[src/design/ptw_pkg.sv]
// ptw_pkg: shared types, codes and constants of the page table walker
// used by every module of the walker, depends on nothing
`timescale 1ns / 1ps
`default_nettype none

package ptw_pkg;

    localparam int ADDR_W      = 32;
    localparam int PADDR_W     = 4;
    localparam int QUEUE_DEPTH = 2;

    localparam logic [ADDR_W-1:0] LINEAR_OFFSET_RST = 32'h0000_0000;
    localparam logic [ADDR_W-1:0] TABLE_BASE_RST    = 32'h0000_0000;
    localparam logic              MODE_RST          = 1'b1;

    localparam logic MODE_LINEAR = 1'b0;
    localparam logic MODE_WALK   = 1'b1;

    localparam logic ACT_TRANSLATE = 1'b0;
    localparam logic ACT_REPLY     = 1'b1;

    localparam logic KIND_READ   = 1'b0;
    localparam logic KIND_FINISH = 1'b1;

    localparam logic [1:0] PAGE_LINEAR  = 2'd0;
    localparam logic [1:0] PAGE_SECTION = 2'd1;
    localparam logic [1:0] PAGE_LARGE   = 2'd2;
    localparam logic [1:0] PAGE_SMALL   = 2'd3;

    localparam logic [1:0] ST_OK       = 2'd0;
    localparam logic [1:0] ST_INVALID  = 2'd1;
    localparam logic [1:0] ST_NO_TABLE = 2'd2;
    localparam logic [1:0] ST_REJECT   = 2'd3;

    localparam logic [1:0] REG_MODE          = 2'd0;
    localparam logic [1:0] REG_LINEAR_OFFSET = 2'd1;
    localparam logic [1:0] REG_TABLE_BASE    = 2'd2;

    localparam logic [1:0] DESC_FAULT   = 2'b00;
    localparam logic [1:0] DESC_COARSE  = 2'b01;
    localparam logic [1:0] DESC_SECTION = 2'b10;
    localparam logic [1:0] DESC_LARGE   = 2'b01;

    typedef enum logic [1:0] {
        PH_IDLE = 2'd0,
        PH_L1   = 2'd1,
        PH_L2   = 2'd2
    } t_phase;

    typedef enum logic [3:0] {
        OP_LINEAR   = 4'd0,
        OP_NO_TABLE = 4'd1,
        OP_L1_READ  = 4'd2,
        OP_SECTION  = 4'd3,
        OP_L2_READ  = 4'd4,
        OP_LARGE    = 4'd5,
        OP_SMALL    = 4'd6,
        OP_INVALID  = 4'd7,
        OP_REJECT   = 4'd8
    } t_op;

    typedef struct packed {
        t_op               op;
        logic [ADDR_W-1:0] virt;
        logic [ADDR_W-1:0] desc;
    } t_entry;

    typedef struct packed {
        logic full;
        logic empty;
    } t_q_status;

    typedef struct packed {
        logic              mode;
        logic [ADDR_W-1:0] linear_offset;
        logic [ADDR_W-1:0] table_base;
    } t_cfg;

endpackage

`default_nettype wire

[src/design/two_level_page_table_walker.sv]
// two_level_page_table_walker: top level with configuration registers,
// front classifier, entry queue and back end; depends on ptw_pkg and submodules
//
// usage:
//   input channel (i_in_valid / o_in_stall) carries one beat per translate
//   request or descriptor reply; output channel (o_out_valid / i_out_stall)
//   carries one result beat per input beat, in order: either a descriptor
//   read request (out_kind 0) or a finished translation (out_kind 1)
//   an apb port writes mode, linear offset and table base at 0x0, 0x4, 0x8
//   a result is registered first in the queue and then in the output register
//   throughput: one beat per cycle unless the output stalls, set by the
//   combinational front classifier and the output register fed from a
//   QUEUE_DEPTH entry queue; a stalled output holds its beat; the queue keeps
//   taking input until it is full, then o_in_stall rises
//   reset clears the walk phase, the queue and the output valid, and returns
//   the registers to walk mode with zero offset and zero table base
`timescale 1ns / 1ps
`default_nettype none

module two_level_page_table_walker #(
    parameter int QUEUE_DEPTH = ptw_pkg::QUEUE_DEPTH
) (
    input  wire                          i_clk,
    input  wire                          i_rst_n,
    input  wire                          i_in_valid,
    output logic                         o_in_stall,
    input  wire                          i_action,
    input  wire  [ptw_pkg::ADDR_W-1:0]   i_virt_address,
    input  wire  [ptw_pkg::ADDR_W-1:0]   i_descriptor,
    output logic                         o_out_valid,
    input  wire                          i_out_stall,
    output logic                         o_out_kind,
    output logic [ptw_pkg::ADDR_W-1:0]   o_read_address,
    output logic [ptw_pkg::ADDR_W-1:0]   o_phys_address,
    output logic [1:0]                   o_page_kind,
    output logic [1:0]                   o_status,
    input  wire                          psel,
    input  wire                          penable,
    input  wire                          pwrite,
    input  wire  [ptw_pkg::PADDR_W-1:0]  paddr,
    input  wire  [31:0]                  pwdata,
    output logic [31:0]                  prdata,
    output logic                         pready
);

    logic                        r_mode;
    logic [ptw_pkg::ADDR_W-1:0]  r_linear_offset;
    logic [ptw_pkg::ADDR_W-1:0]  r_table_base;
    ptw_pkg::t_cfg               cfg;
    logic [1:0]                  reg_idx;
    logic                        cfg_write;
    logic                        in_accept;
    logic                        pop;
    ptw_pkg::t_entry             front_entry;
    ptw_pkg::t_entry             queue_entry;
    ptw_pkg::t_q_status          q_status;

    assign pready    = 1'b1;
    assign reg_idx   = paddr[3:2];
    assign cfg_write = psel && penable && pwrite && pready;

    always_ff @(posedge i_clk) begin
        if (!i_rst_n) begin
            r_mode          <= ptw_pkg::MODE_RST;
            r_linear_offset <= ptw_pkg::LINEAR_OFFSET_RST;
            r_table_base    <= ptw_pkg::TABLE_BASE_RST;
        end else if (cfg_write) begin
            unique case (reg_idx)
                ptw_pkg::REG_MODE:          r_mode          <= pwdata[0];
                ptw_pkg::REG_LINEAR_OFFSET: r_linear_offset <= pwdata;
                ptw_pkg::REG_TABLE_BASE:    r_table_base    <= pwdata;
                default: ;
            endcase
        end
    end

    always_comb begin
        unique case (reg_idx)
            ptw_pkg::REG_MODE:          prdata = {31'd0, r_mode};
            ptw_pkg::REG_LINEAR_OFFSET: prdata = r_linear_offset;
            ptw_pkg::REG_TABLE_BASE:    prdata = r_table_base;
            default:                    prdata = '0;
        endcase
    end

    assign cfg.mode          = r_mode;
    assign cfg.linear_offset = r_linear_offset;
    assign cfg.table_base    = r_table_base;

    assign o_in_stall = q_status.full;
    assign in_accept  = i_in_valid && !q_status.full;

    ptw_front u_front (
        .i_clk          (i_clk),
        .i_rst_n        (i_rst_n),
        .i_accept       (in_accept),
        .i_action       (i_action),
        .i_virt_address (i_virt_address),
        .i_descriptor   (i_descriptor),
        .i_cfg          (cfg),
        .o_entry        (front_entry)
    );

    ptw_queue #(
        .DEPTH (QUEUE_DEPTH)
    ) u_queue (
        .i_clk    (i_clk),
        .i_rst_n  (i_rst_n),
        .i_push   (in_accept),
        .i_entry  (front_entry),
        .i_pop    (pop),
        .o_entry  (queue_entry),
        .o_status (q_status)
    );

    ptw_back u_back (
        .i_clk          (i_clk),
        .i_rst_n        (i_rst_n),
        .i_entry        (queue_entry),
        .i_q_status     (q_status),
        .i_cfg          (cfg),
        .i_out_stall    (i_out_stall),
        .o_pop          (pop),
        .o_out_valid    (o_out_valid),
        .o_out_kind     (o_out_kind),
        .o_read_address (o_read_address),
        .o_phys_address (o_phys_address),
        .o_page_kind    (o_page_kind),
        .o_status       (o_status)
    );

endmodule

`default_nettype wire

[src/design/ptw_front.sv]
// ptw_front: accepts request and reply beats, tracks the walk phase
// and classifies each beat into a queue entry; depends on ptw_pkg
`timescale 1ns / 1ps
`default_nettype none

module ptw_front (
    input  wire                          i_clk,
    input  wire                          i_rst_n,
    input  wire                          i_accept,
    input  wire                          i_action,
    input  wire  [ptw_pkg::ADDR_W-1:0]   i_virt_address,
    input  wire  [ptw_pkg::ADDR_W-1:0]   i_descriptor,
    input  ptw_pkg::t_cfg                i_cfg,
    output ptw_pkg::t_entry              o_entry
);

    ptw_pkg::t_phase             r_phase;
    ptw_pkg::t_phase             n_phase;
    logic [ptw_pkg::ADDR_W-1:0]  r_pending_virt;
    logic [ptw_pkg::ADDR_W-1:0]  n_pending_virt;
    logic [1:0]                  desc_code;

    assign desc_code = i_descriptor[1:0];

    // next walk phase
    always_comb begin
        n_phase        = r_phase;
        n_pending_virt = r_pending_virt;
        if (i_accept) begin
            if (i_action == ptw_pkg::ACT_TRANSLATE) begin
                if (r_phase != ptw_pkg::PH_L1 && r_phase != ptw_pkg::PH_L2) begin
                    n_phase = ptw_pkg::PH_IDLE;
                    if (i_cfg.mode == ptw_pkg::MODE_WALK && i_cfg.table_base != '0) begin
                        n_phase        = ptw_pkg::PH_L1;
                        n_pending_virt = i_virt_address;
                    end
                end
            end else begin
                unique case (r_phase)
                    ptw_pkg::PH_L1: begin
                        n_phase = (desc_code == ptw_pkg::DESC_COARSE) ? ptw_pkg::PH_L2
                                                                      : ptw_pkg::PH_IDLE;
                    end
                    default: n_phase = ptw_pkg::PH_IDLE;
                endcase
            end
        end
    end

    // classification of the accepted beat
    always_comb begin
        o_entry.desc = i_descriptor;
        o_entry.virt = (i_action == ptw_pkg::ACT_TRANSLATE) ? i_virt_address
                                                             : r_pending_virt;
        o_entry.op   = ptw_pkg::OP_REJECT;
        if (i_action == ptw_pkg::ACT_TRANSLATE) begin
            priority if (r_phase == ptw_pkg::PH_L1 || r_phase == ptw_pkg::PH_L2)
                o_entry.op = ptw_pkg::OP_REJECT;
            else if (i_cfg.mode == ptw_pkg::MODE_LINEAR)
                o_entry.op = ptw_pkg::OP_LINEAR;
            else if (i_cfg.table_base == '0)
                o_entry.op = ptw_pkg::OP_NO_TABLE;
            else
                o_entry.op = ptw_pkg::OP_L1_READ;
        end else begin
            unique case (r_phase)
                ptw_pkg::PH_L1: begin
                    priority if (desc_code == ptw_pkg::DESC_SECTION)
                        o_entry.op = ptw_pkg::OP_SECTION;
                    else if (desc_code == ptw_pkg::DESC_COARSE)
                        o_entry.op = ptw_pkg::OP_L2_READ;
                    else
                        o_entry.op = ptw_pkg::OP_INVALID;
                end
                ptw_pkg::PH_L2: begin
                    priority if (desc_code == ptw_pkg::DESC_LARGE)
                        o_entry.op = ptw_pkg::OP_LARGE;
                    else if (desc_code[1])
                        o_entry.op = ptw_pkg::OP_SMALL;
                    else
                        o_entry.op = ptw_pkg::OP_INVALID;
                end
                default: o_entry.op = ptw_pkg::OP_REJECT;
            endcase
        end
    end

    always_ff @(posedge i_clk) begin
        if (!i_rst_n) begin
            r_phase        <= ptw_pkg::PH_IDLE;
            r_pending_virt <= '0;
        end else begin
            r_phase        <= n_phase;
            r_pending_virt <= n_pending_virt;
        end
    end

endmodule

`default_nettype wire

[src/design/ptw_queue.sv]
// ptw_queue: short fifo of classified entries between front and back
// depends on ptw_pkg
`timescale 1ns / 1ps
`default_nettype none

module ptw_queue #(
    parameter int DEPTH = ptw_pkg::QUEUE_DEPTH
) (
    input  wire                  i_clk,
    input  wire                  i_rst_n,
    input  wire                  i_push,
    input  ptw_pkg::t_entry      i_entry,
    input  wire                  i_pop,
    output ptw_pkg::t_entry      o_entry,
    output ptw_pkg::t_q_status   o_status
);

    localparam int PTR_W = (DEPTH > 1) ? $clog2(DEPTH) : 1;
    localparam int CNT_W = $clog2(DEPTH + 1);
    localparam logic [PTR_W-1:0] LAST = PTR_W'(DEPTH - 1);
    localparam logic [CNT_W-1:0] FULL_CNT = CNT_W'(DEPTH);

    ptw_pkg::t_entry   r_slot [DEPTH];
    logic [PTR_W-1:0]  r_wr_ptr;
    logic [PTR_W-1:0]  r_rd_ptr;
    logic [CNT_W-1:0]  r_count;
    logic [PTR_W-1:0]  n_wr_ptr;
    logic [PTR_W-1:0]  n_rd_ptr;
    logic [CNT_W-1:0]  n_count;
    logic              do_push;
    logic              do_pop;

    assign o_status.full  = (r_count == FULL_CNT);
    assign o_status.empty = (r_count == '0);
    assign do_push = i_push && !o_status.full;
    assign do_pop  = i_pop && !o_status.empty;
    assign o_entry = r_slot[r_rd_ptr];

    always_comb begin
        n_wr_ptr = r_wr_ptr;
        n_rd_ptr = r_rd_ptr;
        n_count  = r_count;
        if (do_push) n_wr_ptr = (r_wr_ptr == LAST) ? '0 : r_wr_ptr + 1'b1;
        if (do_pop)  n_rd_ptr = (r_rd_ptr == LAST) ? '0 : r_rd_ptr + 1'b1;
        if (do_push && !do_pop) n_count = r_count + 1'b1;
        if (do_pop && !do_push) n_count = r_count - 1'b1;
    end

    always_ff @(posedge i_clk) begin
        if (do_push) begin
            r_slot[r_wr_ptr] <= i_entry;
        end
    end

    always_ff @(posedge i_clk) begin
        if (!i_rst_n) begin
            r_wr_ptr <= '0;
            r_rd_ptr <= '0;
            r_count  <= '0;
        end else begin
            r_wr_ptr <= n_wr_ptr;
            r_rd_ptr <= n_rd_ptr;
            r_count  <= n_count;
        end
    end

endmodule

`default_nettype wire

[src/design/ptw_back.sv]
// ptw_back: executes queued entries, forms addresses and result beats
// and holds the output register; depends on ptw_pkg
`timescale 1ns / 1ps
`default_nettype none

module ptw_back (
    input  wire                          i_clk,
    input  wire                          i_rst_n,
    input  ptw_pkg::t_entry              i_entry,
    input  ptw_pkg::t_q_status           i_q_status,
    input  ptw_pkg::t_cfg                i_cfg,
    input  wire                          i_out_stall,
    output logic                         o_pop,
    output logic                         o_out_valid,
    output logic                         o_out_kind,
    output logic [ptw_pkg::ADDR_W-1:0]   o_read_address,
    output logic [ptw_pkg::ADDR_W-1:0]   o_phys_address,
    output logic [1:0]                   o_page_kind,
    output logic [1:0]                   o_status
);

    logic                        r_valid;
    logic                        r_kind;
    logic [ptw_pkg::ADDR_W-1:0]  r_raddr;
    logic [ptw_pkg::ADDR_W-1:0]  r_paddr;
    logic [1:0]                  r_pkind;
    logic [1:0]                  r_status;

    logic                        n_kind;
    logic [ptw_pkg::ADDR_W-1:0]  n_raddr;
    logic [ptw_pkg::ADDR_W-1:0]  n_paddr;
    logic [1:0]                  n_pkind;
    logic [1:0]                  n_status;
    logic [ptw_pkg::ADDR_W-1:0]  v;
    logic [ptw_pkg::ADDR_W-1:0]  d;

    assign v     = i_entry.virt;
    assign d     = i_entry.desc;
    assign o_pop = !i_q_status.empty && (!r_valid || !i_out_stall);

    always_comb begin
        n_kind   = ptw_pkg::KIND_FINISH;
        n_raddr  = '0;
        n_paddr  = '0;
        n_pkind  = ptw_pkg::PAGE_LINEAR;
        n_status = ptw_pkg::ST_OK;
        unique case (i_entry.op)
            ptw_pkg::OP_LINEAR: begin
                n_paddr = v - i_cfg.linear_offset;
            end
            ptw_pkg::OP_NO_TABLE: n_status = ptw_pkg::ST_NO_TABLE;
            ptw_pkg::OP_L1_READ: begin
                n_kind  = ptw_pkg::KIND_READ;
                n_raddr = i_cfg.table_base + {18'd0, v[31:20], 2'b00};
            end
            ptw_pkg::OP_SECTION: begin
                n_paddr = {d[31:20], v[19:0]};
                n_pkind = ptw_pkg::PAGE_SECTION;
            end
            ptw_pkg::OP_L2_READ: begin
                n_kind  = ptw_pkg::KIND_READ;
                n_raddr = {d[31:10], v[19:12], 2'b00};
            end
            ptw_pkg::OP_LARGE: begin
                n_paddr = {d[31:16], v[15:0]};
                n_pkind = ptw_pkg::PAGE_LARGE;
            end
            ptw_pkg::OP_SMALL: begin
                n_paddr = {d[31:12], v[11:0]};
                n_pkind = ptw_pkg::PAGE_SMALL;
            end
            ptw_pkg::OP_INVALID: n_status = ptw_pkg::ST_INVALID;
            default:             n_status = ptw_pkg::ST_REJECT;
        endcase
    end

    always_ff @(posedge i_clk) begin
        if (!i_rst_n) begin
            r_valid <= 1'b0;
        end else if (o_pop) begin
            r_valid <= 1'b1;
        end else if (!i_out_stall) begin
            r_valid <= 1'b0;
        end
    end

    always_ff @(posedge i_clk) begin
        if (o_pop) begin
            r_kind   <= n_kind;
            r_raddr  <= n_raddr;
            r_paddr  <= n_paddr;
            r_pkind  <= n_pkind;
            r_status <= n_status;
        end
    end

    assign o_out_valid    = r_valid;
    assign o_out_kind     = r_kind;
    assign o_read_address = r_raddr;
    assign o_phys_address = r_paddr;
    assign o_page_kind    = r_pkind;
    assign o_status       = r_status;

endmodule

`default_nettype wire

[config.mk]
export PLATFORM = sky130hd
export DESIGN_NAME = two_level_page_table_walker
export DESIGN_NICKNAME = d
export VERILOG_FILES = /design/src/design/ptw_pkg.sv /design/src/design/two_level_page_table_walker.sv /design/src/design/ptw_front.sv /design/src/design/ptw_queue.sv /design/src/design/ptw_back.sv
export SDC_FILE = /design/constraint.sdc
export NUM_CORES = 1
export LEC_CHECK = 0
export CAP_MARGIN = 0
export CORE_UTILIZATION = 60
export DETAILED_ROUTE_END_ITERATION = 12
export DONT_BUFFER_PORTS = 1
export GPL_ROUTABILITY_DRIVEN = 0
export HOLD_SLACK_MARGIN = 0.12
export PLACE_DENSITY_LB_ADDON = 0.12
export SYNTH_ARGS = -nofsm -noshare
export SYNTH_HDL_FRONTEND = slang
export SYNTH_SLANG_ARGS = --single-unit
[constraint.sdc]
create_clock -name i_clk -period 6.4 [get_ports i_clk]
set_input_delay 0.64 -clock i_clk [delete_from_list [all_inputs] [get_ports i_clk]]
set_output_delay 0.64 -clock i_clk [all_outputs]
set_load 0.005 [all_outputs]
==> impl_results.rst, run 1 <==
.. list-table::
   :header-rows: 1

   * - Metric
     - Value
   * - Clock slew at the register clock pins of the worst setup and hold paths
     - roughly 0.060 ns
   * - Category of the worst setup path capture point
     - flop
   * - Most frequent standard cell in the layout excluding fill and tap cells
     - nand2_1
   * - Share of flip-flops with an asynchronous set or reset
     - 0
   * - Quantity of gates resized following cts
     - 0
   * - Main synth FF type
     - edfxtp_1
   * - Post-route clock period utilization
     - 0.705
   * - Post-detail-place hpwl
     - roughly 27000 um
   * - Detailed-route wire length per cell
     - 23.0 um
   * - Crit-path leading delay family
     - compound AO/OA/AOI/OAI gates
   * - Number of buffers created by CTS
     - 30
   * - Post-synthesis sequential element count
     - 290
   * - Vias in the first global route
     - 9535
   * - Total clock sinks
     - 290
   * - Diode count
     - 0
   * - Maximum number of pins on one net before global-route repair
     - 106
   * - Least-Margin Pin Slew
     - 1.04 ns
   * - Utilization after layout
     - 0.667
   * - Worst Hold Class
     - input pin to flop
   * - CTS H-tree lvls
     - 1
   * - Gate Count Post-Synth
     - 1328
   * - Starting density of the core
     - 0.614
   * - WP buf/inv
     - 1
   * - Global router's overall resource usage
     - 0.306
   * - Clock tree root driver cell
     - clkbuf_16
   * - Wire length reported by the detailed router
     - about 38000 um
   * - Power density over the cells
     - just under 400 nW/um2
   * - # rows
     - 56
   * - Internal
     - just over 4000 uW
   * - Die width
     - 157 um
   * - Total of buffers placed on input and output ports
     - 0
   * - First-pass iteration count of the detailed router
     - 5
   * - Endpoint arrival time on the critical path
     - 4.77 ns
   * - IR drop worst, VDD
     - approximately 200 uV
   * - Tightest slew margin relative to the limit
     - 0.306
   * - Launching element type of the critical path
     - flop
   * - Layout overhead on the synthesized area
     - 8.67%
   * - Die Outline Area
     - ~25000 um2
   * - Violation count after the first detailed-route iteration
     - 953
   * - Top-level I/O count
     - 212
   * - Post-layout min period
     - around 4.5 ns
   * - Placeable core region
     - 23600 um2
   * - Vias per cell
     - 6.24
   * - Net count of the mapped netlist
     - 1493
   * - Total setup buffers inserted after CTS
     - 0
   * - Max-capacitance violation count
     - 0
   * - Fraction of power consumed by the clock network
     - 0.281
   * - Worst Path Class, Setup
     - flop to flop
   * - Net Switching
     - ~2000 uW
   * - Leakage Power
     - 0.00551 uW
   * - Share of synthesized area occupied by flip-flops and latches
     - 0.528
   * - Total standard cell area after synthesis
     - 14500 um2
   * - Number of nets in the layout
     - approximately 1500
   * - GRT Residual Overflow
     - 0
   * - Number of antenna violations at the first check in global routing
     - 0
   * - Worst stage delay on the critical path
     - around 0.94 ns
   * - Count of warnings emitted by yosys
     - 0
   * - Latest clock arrival within the worst-skew pair
     - 0.56 ns
   * - Switching Fraction
     - 0.331
   * - Req. time, crit path
     - 6.66 ns
   * - Power share of the combinational group
     - 0.296
   * - Residual DRC
     - 0
   * - CTS tree
     - yes
   * - Clock buffer depth
     - 3
   * - Number of antenna-violating nets in the routed design
     - 0
   * - Fraction of layout cells with a size suffix above 1
     - 0.119
   * - Fmax
     - 222 MHz
   * - Final setup skew
     - 0.0117 ns
   * - PnR worst setup slack
     - about 1.9 ns
   * - Worst slack, placed
     - ~2.0 ns
   * - Count of distinct cell types in the synthesized netlist
     - 70
   * - Post-route design area
     - about 16000 um2
   * - Cell at the slowest stage of the critical path
     - dfxtp_2
   * - Count of endpoints failing setup in the final report
     - 0
   * - Global-route wire length before repair
     - ~56000 um
   * - Part of the total power dissipated in sequential elements
     - 0.424
   * - Crit-path max FO
     - 32
   * - Number of enable flip-flop cells after synthesis
     - 185
   * - Slew Limit Fails
     - 0
   * - Hold buffer count at cts
     - 0
   * - Vertical die dimension
     - 157 um
   * - Hold violation count in the final report
     - 0
   * - Setup repair after global routing missed its margin
     - false
   * - Setup_tns
     - 0 ns
   * - Post-Place Cell Area
     - about 15000 um2
   * - Commonest non-fill, non-tap cells in the layout
     - nand2_1 (252), edfxtp_1 (185), dfxtp_1 (104), a21boi_0 (96), mux2_2 (64)
   * - Cell-by-cell listing of the critical path
     - buf_4, mux2_2, ha_1, a21o_1, a31oi_1, o21bai_1, a221o_1, a41oi_1, o31ai_1, xnor2_1, o22ai_1
   * - Run status
     - completed
   * - Mean post-synth cell area
     - 10.9 um2
   * - Vias
     - 10300
==> final cells by class <==
class	count	area, um2
tap	319	399
inverter	52	195
sequential	290	7660
fill	1846	7870
clock buffer	45	920
multi-input combinational	918	6400
timing repair buffer	15	113
clock inverter	11	61.3
==> synth_stat cells (all sizes together), types with 13 or more instances <==
cell	count	area [um2]
a21boi	100	751
a21o	22	165
a21oi	47	243
a22o	47	412
buf	18	93.8
clkbuf	50	188
dfxtp	105	2100
edfxtp	185	5560
ha	55	688
inv	52	195
mux2	64	721
mux2i	31	310
nand2	253	952
nand4	17	121
nor2	34	128
nor3	13	76.3
o21ai	27	143
o22ai	36	231
xnor2	35	307
xor2	24	210
==> worst register-to-register path: stages, from the launching register on <==
cell and delay (ns):
dfxtp_2 0.94, buf_4 0.59, mux2_2 0.45, ha_1 0.41, a21o_1 0.25, a31oi_1 0.21
o21bai_1 0.14, a221o_1 0.30, a41oi_1 0.38, o31ai_1 0.14, xnor2_1 0.29, o22ai_1 0.11
==> metal layers <==
| metal | wire length, um | global-route usage |
|---|---|---|
| met4 | 1170 | 0.102 |
| met2 | 17000 | 0.471 |
| met3 | 3690 | 0.0732 |
| met5 | 0 | 0 |
| met1 | 16100 | 0.424 |
==> cell families (layout without fill, tap and decap cells) <==
kind of cell	Yosys count	in the layout	share of synthesized area
buffers and inverters	120	123	0.0329
other	1	1	0.000259
adders and majority gates	57	57	0.0503
xor gates and xnor gates	59	59	0.0357
AOI/OAI and AO/OA	336	336	0.167
and+or+nand+nor	370	370	0.114
DFF	290	290	0.528
muxes	95	95	0.0712
==> sequential cells by signal (all words and copies together) (netlist names), 2 cells and up, named ones only <==
register                count
r_linear_offset            32
u_back.o_status             2
u_front.r_pending_virt     32
u_back.o_phys_address      32
u_queue.r_slot            116
u_back.o_page_kind          2
r_table_base               32
u_queue.r_count             2
u_front.r_phase             2
u_back.o_read_address      32
==> per-stage QoR <==
stage	instances	total power (uW)	hold slack (ns)
after floorplan	1328	3900	0.432
after global placement	1594	4330	0.437
after detailed placement	1594	4370	0.446
after CTS	1650	6070	0.147
after global routing	1650	6340	0.161
final	1650	6080	0.171
==> power groups by stage <==
stage               registers (uW)  logic (uW)  clock network (uW)
global route                  2610        1930                1790
CTS                           2580        1770                1730
floorplan                     2560        1350                   0
global placement              2600        1730                   0
finish                        2570        1800                1710
detailed placement            2620        1750                   0
==> path summary, 6_finish.rpt <==
kind	depth (start not counted)	slack [ns]	start	endpoint
setup / recovery	11	1.89	flop	u_back.o_phys_address[30]
hold / removal	0	0.17	i_descriptor[10]	u_queue.r_slot[1][10]
setup reg to reg	11	1.89	flop	u_back.o_phys_address[30]
hold reg to reg	2	0.45	u_front.r_pending_virt[10]	u_front.r_pending_virt[10]
Power figures use the tool's default switching activity.
==> inputs of run 2 (changes only) <==
==> constraint.sdc (replaced) <==
create_clock -name i_clk -period 4.2 [get_ports i_clk]
set_input_delay 0.42 -clock i_clk [delete_from_list [all_inputs] [get_ports i_clk]]
set_output_delay 0.42 -clock i_clk [all_outputs]
set_load 0.005 [all_outputs]
==> impl_results.rst, run 2 (same netlist as run 1, synthesis figures left out) <==
.. list-table::
   :header-rows: 1

   * - Metric
     - Value
   * - Post-route clock period utilization
     - 0.949
   * - Vias
     - 10800
   * - Crit-path max FO
     - 28
   * - DR WL met3
     - 3610 um
   * - Cell at the slowest stage of the critical path
     - dfxtp_2
   * - Clock buffer depth
     - 3
   * - Endpoint arrival time on the critical path
     - 4.27 ns
   * - CP most frequent cell
     - a21o_1
   * - Run status
     - completed
   * - Vias per cell
     - between 6 and 7
   * - Total of buffers placed on input and output ports
     - 0
   * - Slew Limit Fails
     - 0
   * - Post-placement cell count
     - 1605
   * - Hold violation count in the final report
     - 0
   * - Category of the worst setup path capture point
     - flop
   * - Count of endpoints failing setup in the final report
     - 0
   * - Die width
     - 157 um
   * - Commonest non-fill, non-tap cells in the layout
     - nand2_1 (252), edfxtp_1 (185), dfxtp_1 (104), a21boi_0 (96), dlygate4sd3_1 (92)
   * - Total clock sinks
     - between 200 and 300
   * - Worst Path Class, Setup
     - flop to flop
   * - # rows
     - 56
   * - Fmax
     - 251 MHz
   * - Vertical die dimension
     - 157 um
   * - Maximum number of pins on one net before global-route repair
     - 106
   * - Total setup buffers inserted after CTS
     - 0
   * - Clock slew at the register clock pins of the worst setup and hold paths
     - 0.06 ns
   * - Post-detail-place hpwl
     - between 20000 and 30000 um
   * - Worst slack, placed
     - between 0.2 and 0.3 ns
   * - GRT Residual Overflow
     - 0
   * - Launching element type of the critical path
     - flop
   * - Capture point of the worst path
     - u_back.o_read_address[25]
   * - Global-route wire length before repair
     - 59400 um
   * - Req. time, crit path
     - approximately 4.5 ns
   * - Min-Delay Path Depth
     - 3
   * - Tightest slew margin relative to the limit
     - 0.180
   * - WP buf/inv
     - 2
   * - Detailed-route wire length per cell
     - 22.7 um
   * - Max reg flops
     - 116
   * - Wire length reported by the detailed router
     - 39800 um
   * - Latest clock arrival within the worst-skew pair
     - 0.56 ns
   * - Fraction of layout cells with a size suffix above 1
     - 0.117
   * - Top-level I/O count
     - 212
   * - Cell-by-cell listing of the critical path
     - buf_4, mux2_2, ha_1, a21o_1, a21o_1, a21o_1, a31oi_2, a211oi_2, buf_4, nor2b_1, xnor2_1, o22ai_1
   * - R2r setup slk
     - 0.21 ns
   * - Worst Hold Class
     - input pin to flop
   * - First-pass iteration count of the detailed router
     - 6
   * - Fillcell total
     - roughly 1700
   * - Power density over the cells
     - 564 nW/um2
   * - Critical register-to-register path endpoint
     - u_back.o_read_address[25]
   * - Seq. cell area
     - 7660 um2
   * - Setup_tns
     - 0 ns
   * - IR drop worst, VDD
     - 500 uV
   * - Placeable core region
     - 23600 um2
   * - Die Outline Area
     - 24800 um2
   * - Max-capacitance violation count
     - 0
   * - Hold_ws
     - 0.135 ns
   * - Non-filler instance count after layout
     - 1752
   * - Violation count after the first detailed-route iteration
     - between 1000 and 1500
   * - Leakage Power
     - 0.00596 uW
   * - CTS H-tree lvls
     - 1
   * - Most frequent standard cell in the layout excluding fill and tap cells
     - nand2_1
   * - Diode count
     - 0
   * - WL met2
     - 18000 um
   * - Largest register by flop count
     - u_queue.r_slot
   * - PnR worst setup slack
     - 0.214 ns
   * - Uppermost routed layer
     - met5
   * - Number of cells on the worst reg-to-reg path
     - 12
   * - Number of buffers created by CTS
     - 29
   * - Worst stage delay on the critical path
     - approximately 0.8 ns
   * - Number of antenna violations at the first check in global routing
     - 2
   * - Number of nets in the layout
     - between 1500 and 2000
   * - Global router's overall resource usage
     - 0.321
   * - Starting density of the core
     - 0.614
   * - Least-Margin Pin Slew
     - 1.23 ns
   * - Met1 wire length
     - 17000 um
   * - Depth of the critical timing path with buffers and inverters included
     - 12
   * - Layout overhead on the synthesized area
     - 15.8%
   * - Residual DRC
     - 0
   * - CTS tree
     - yes
   * - Vias in the first global route
     - 10300
   * - Multi-input combinational cell area
     - 6400 um2
   * - Number of antenna-violating nets in the routed design
     - 0
   * - Clock tree root driver cell
     - clkbuf_16
   * - Final setup skew
     - 0.0165 ns
   * - Crit-path leading delay family
     - compound AO/OA/AOI/OAI gates
   * - Setup repair after global routing missed its margin
     - false
   * - Post-layout min period
     - 3.99 ns
## run 2: cell types whose count changed in the layout (fill, tap and decap cells not counted), sizes merged
cell	delta
clkinvlp	-2
buf	+12
clkbuf	-4
dlygate4sd3	+92
clkinv	+1
inv	+1
bufinv	+2
## run 2: worst min-delay path by stage
stage | slack, ns | endpoint | from
floorplan | 0.43 | u_front.r_pending_virt[10] | u_front.r_pending_virt[10]
global placement | 0.44 | u_front.r_pending_virt[10] | u_front.r_pending_virt[10]
detailed placement | 0.45 | u_front.r_pending_virt[2] | u_front.r_pending_virt[2]
CTS | 0.12 | u_queue.r_slot[0][51] | i_action
global route | 0.12 | u_queue.r_slot[0][46] | i_virt_address[14]
finish | 0.14 | u_front.r_phase[1] | i_descriptor[1]
## run 2: area by class of cell
| class | instances | share of cell area |
|---|---|---|
| flip-flops and latches | 290 | 0.456 |
| inverters | 52 | 0.0116 |
| repair buffers | 119 | 0.0682 |
| well taps | 319 | 0.0238 |
| multi-input cells | 918 | 0.381 |
| clock buffers | 41 | 0.0514 |
| clock inverters | 13 | 0.00723 |
## run 2: where the power goes
group / leakage [uW] / switching, uW / internal [uW] / total [uW]
registers: 0.00262 / 256 / 3660 / 3920
logic: 0.00285 / 1810 / 1110 / 2920
clock network: 0.000486 / 1090 / 1550 / 2630
total: 0.00596 / 3150 / 6320 / 9470
## run 2: routing by layer
layer	vias up	global-route usage
li1	5013	-
met1	5217	0.447
met5	-	0
met2	540	0.504
met3	74	0.0631
met4	2	0.101
## run 2: worst min-delay path, stage by stage
cell and delay (ns):
nor2b_1 0.05, nand4_1 0.09, a21boi_0 0.08
## run 2: what timing repair did
item | in CTS | in global routing
gates resized for setup | 0 | 0
hold buffers | 91 | 2
endpoints found under the hold margin | 195 | 2
## run 2: stage by stage
stage	util	area (um2)	power (uW)
floorplan	-	14500	5930
global placement	0.629	14800	6650
detailed placement	0.629	14800	6720
CTS	0.710	16800	9440
global route	0.711	16800	9880
finish	0.711	16800	9470
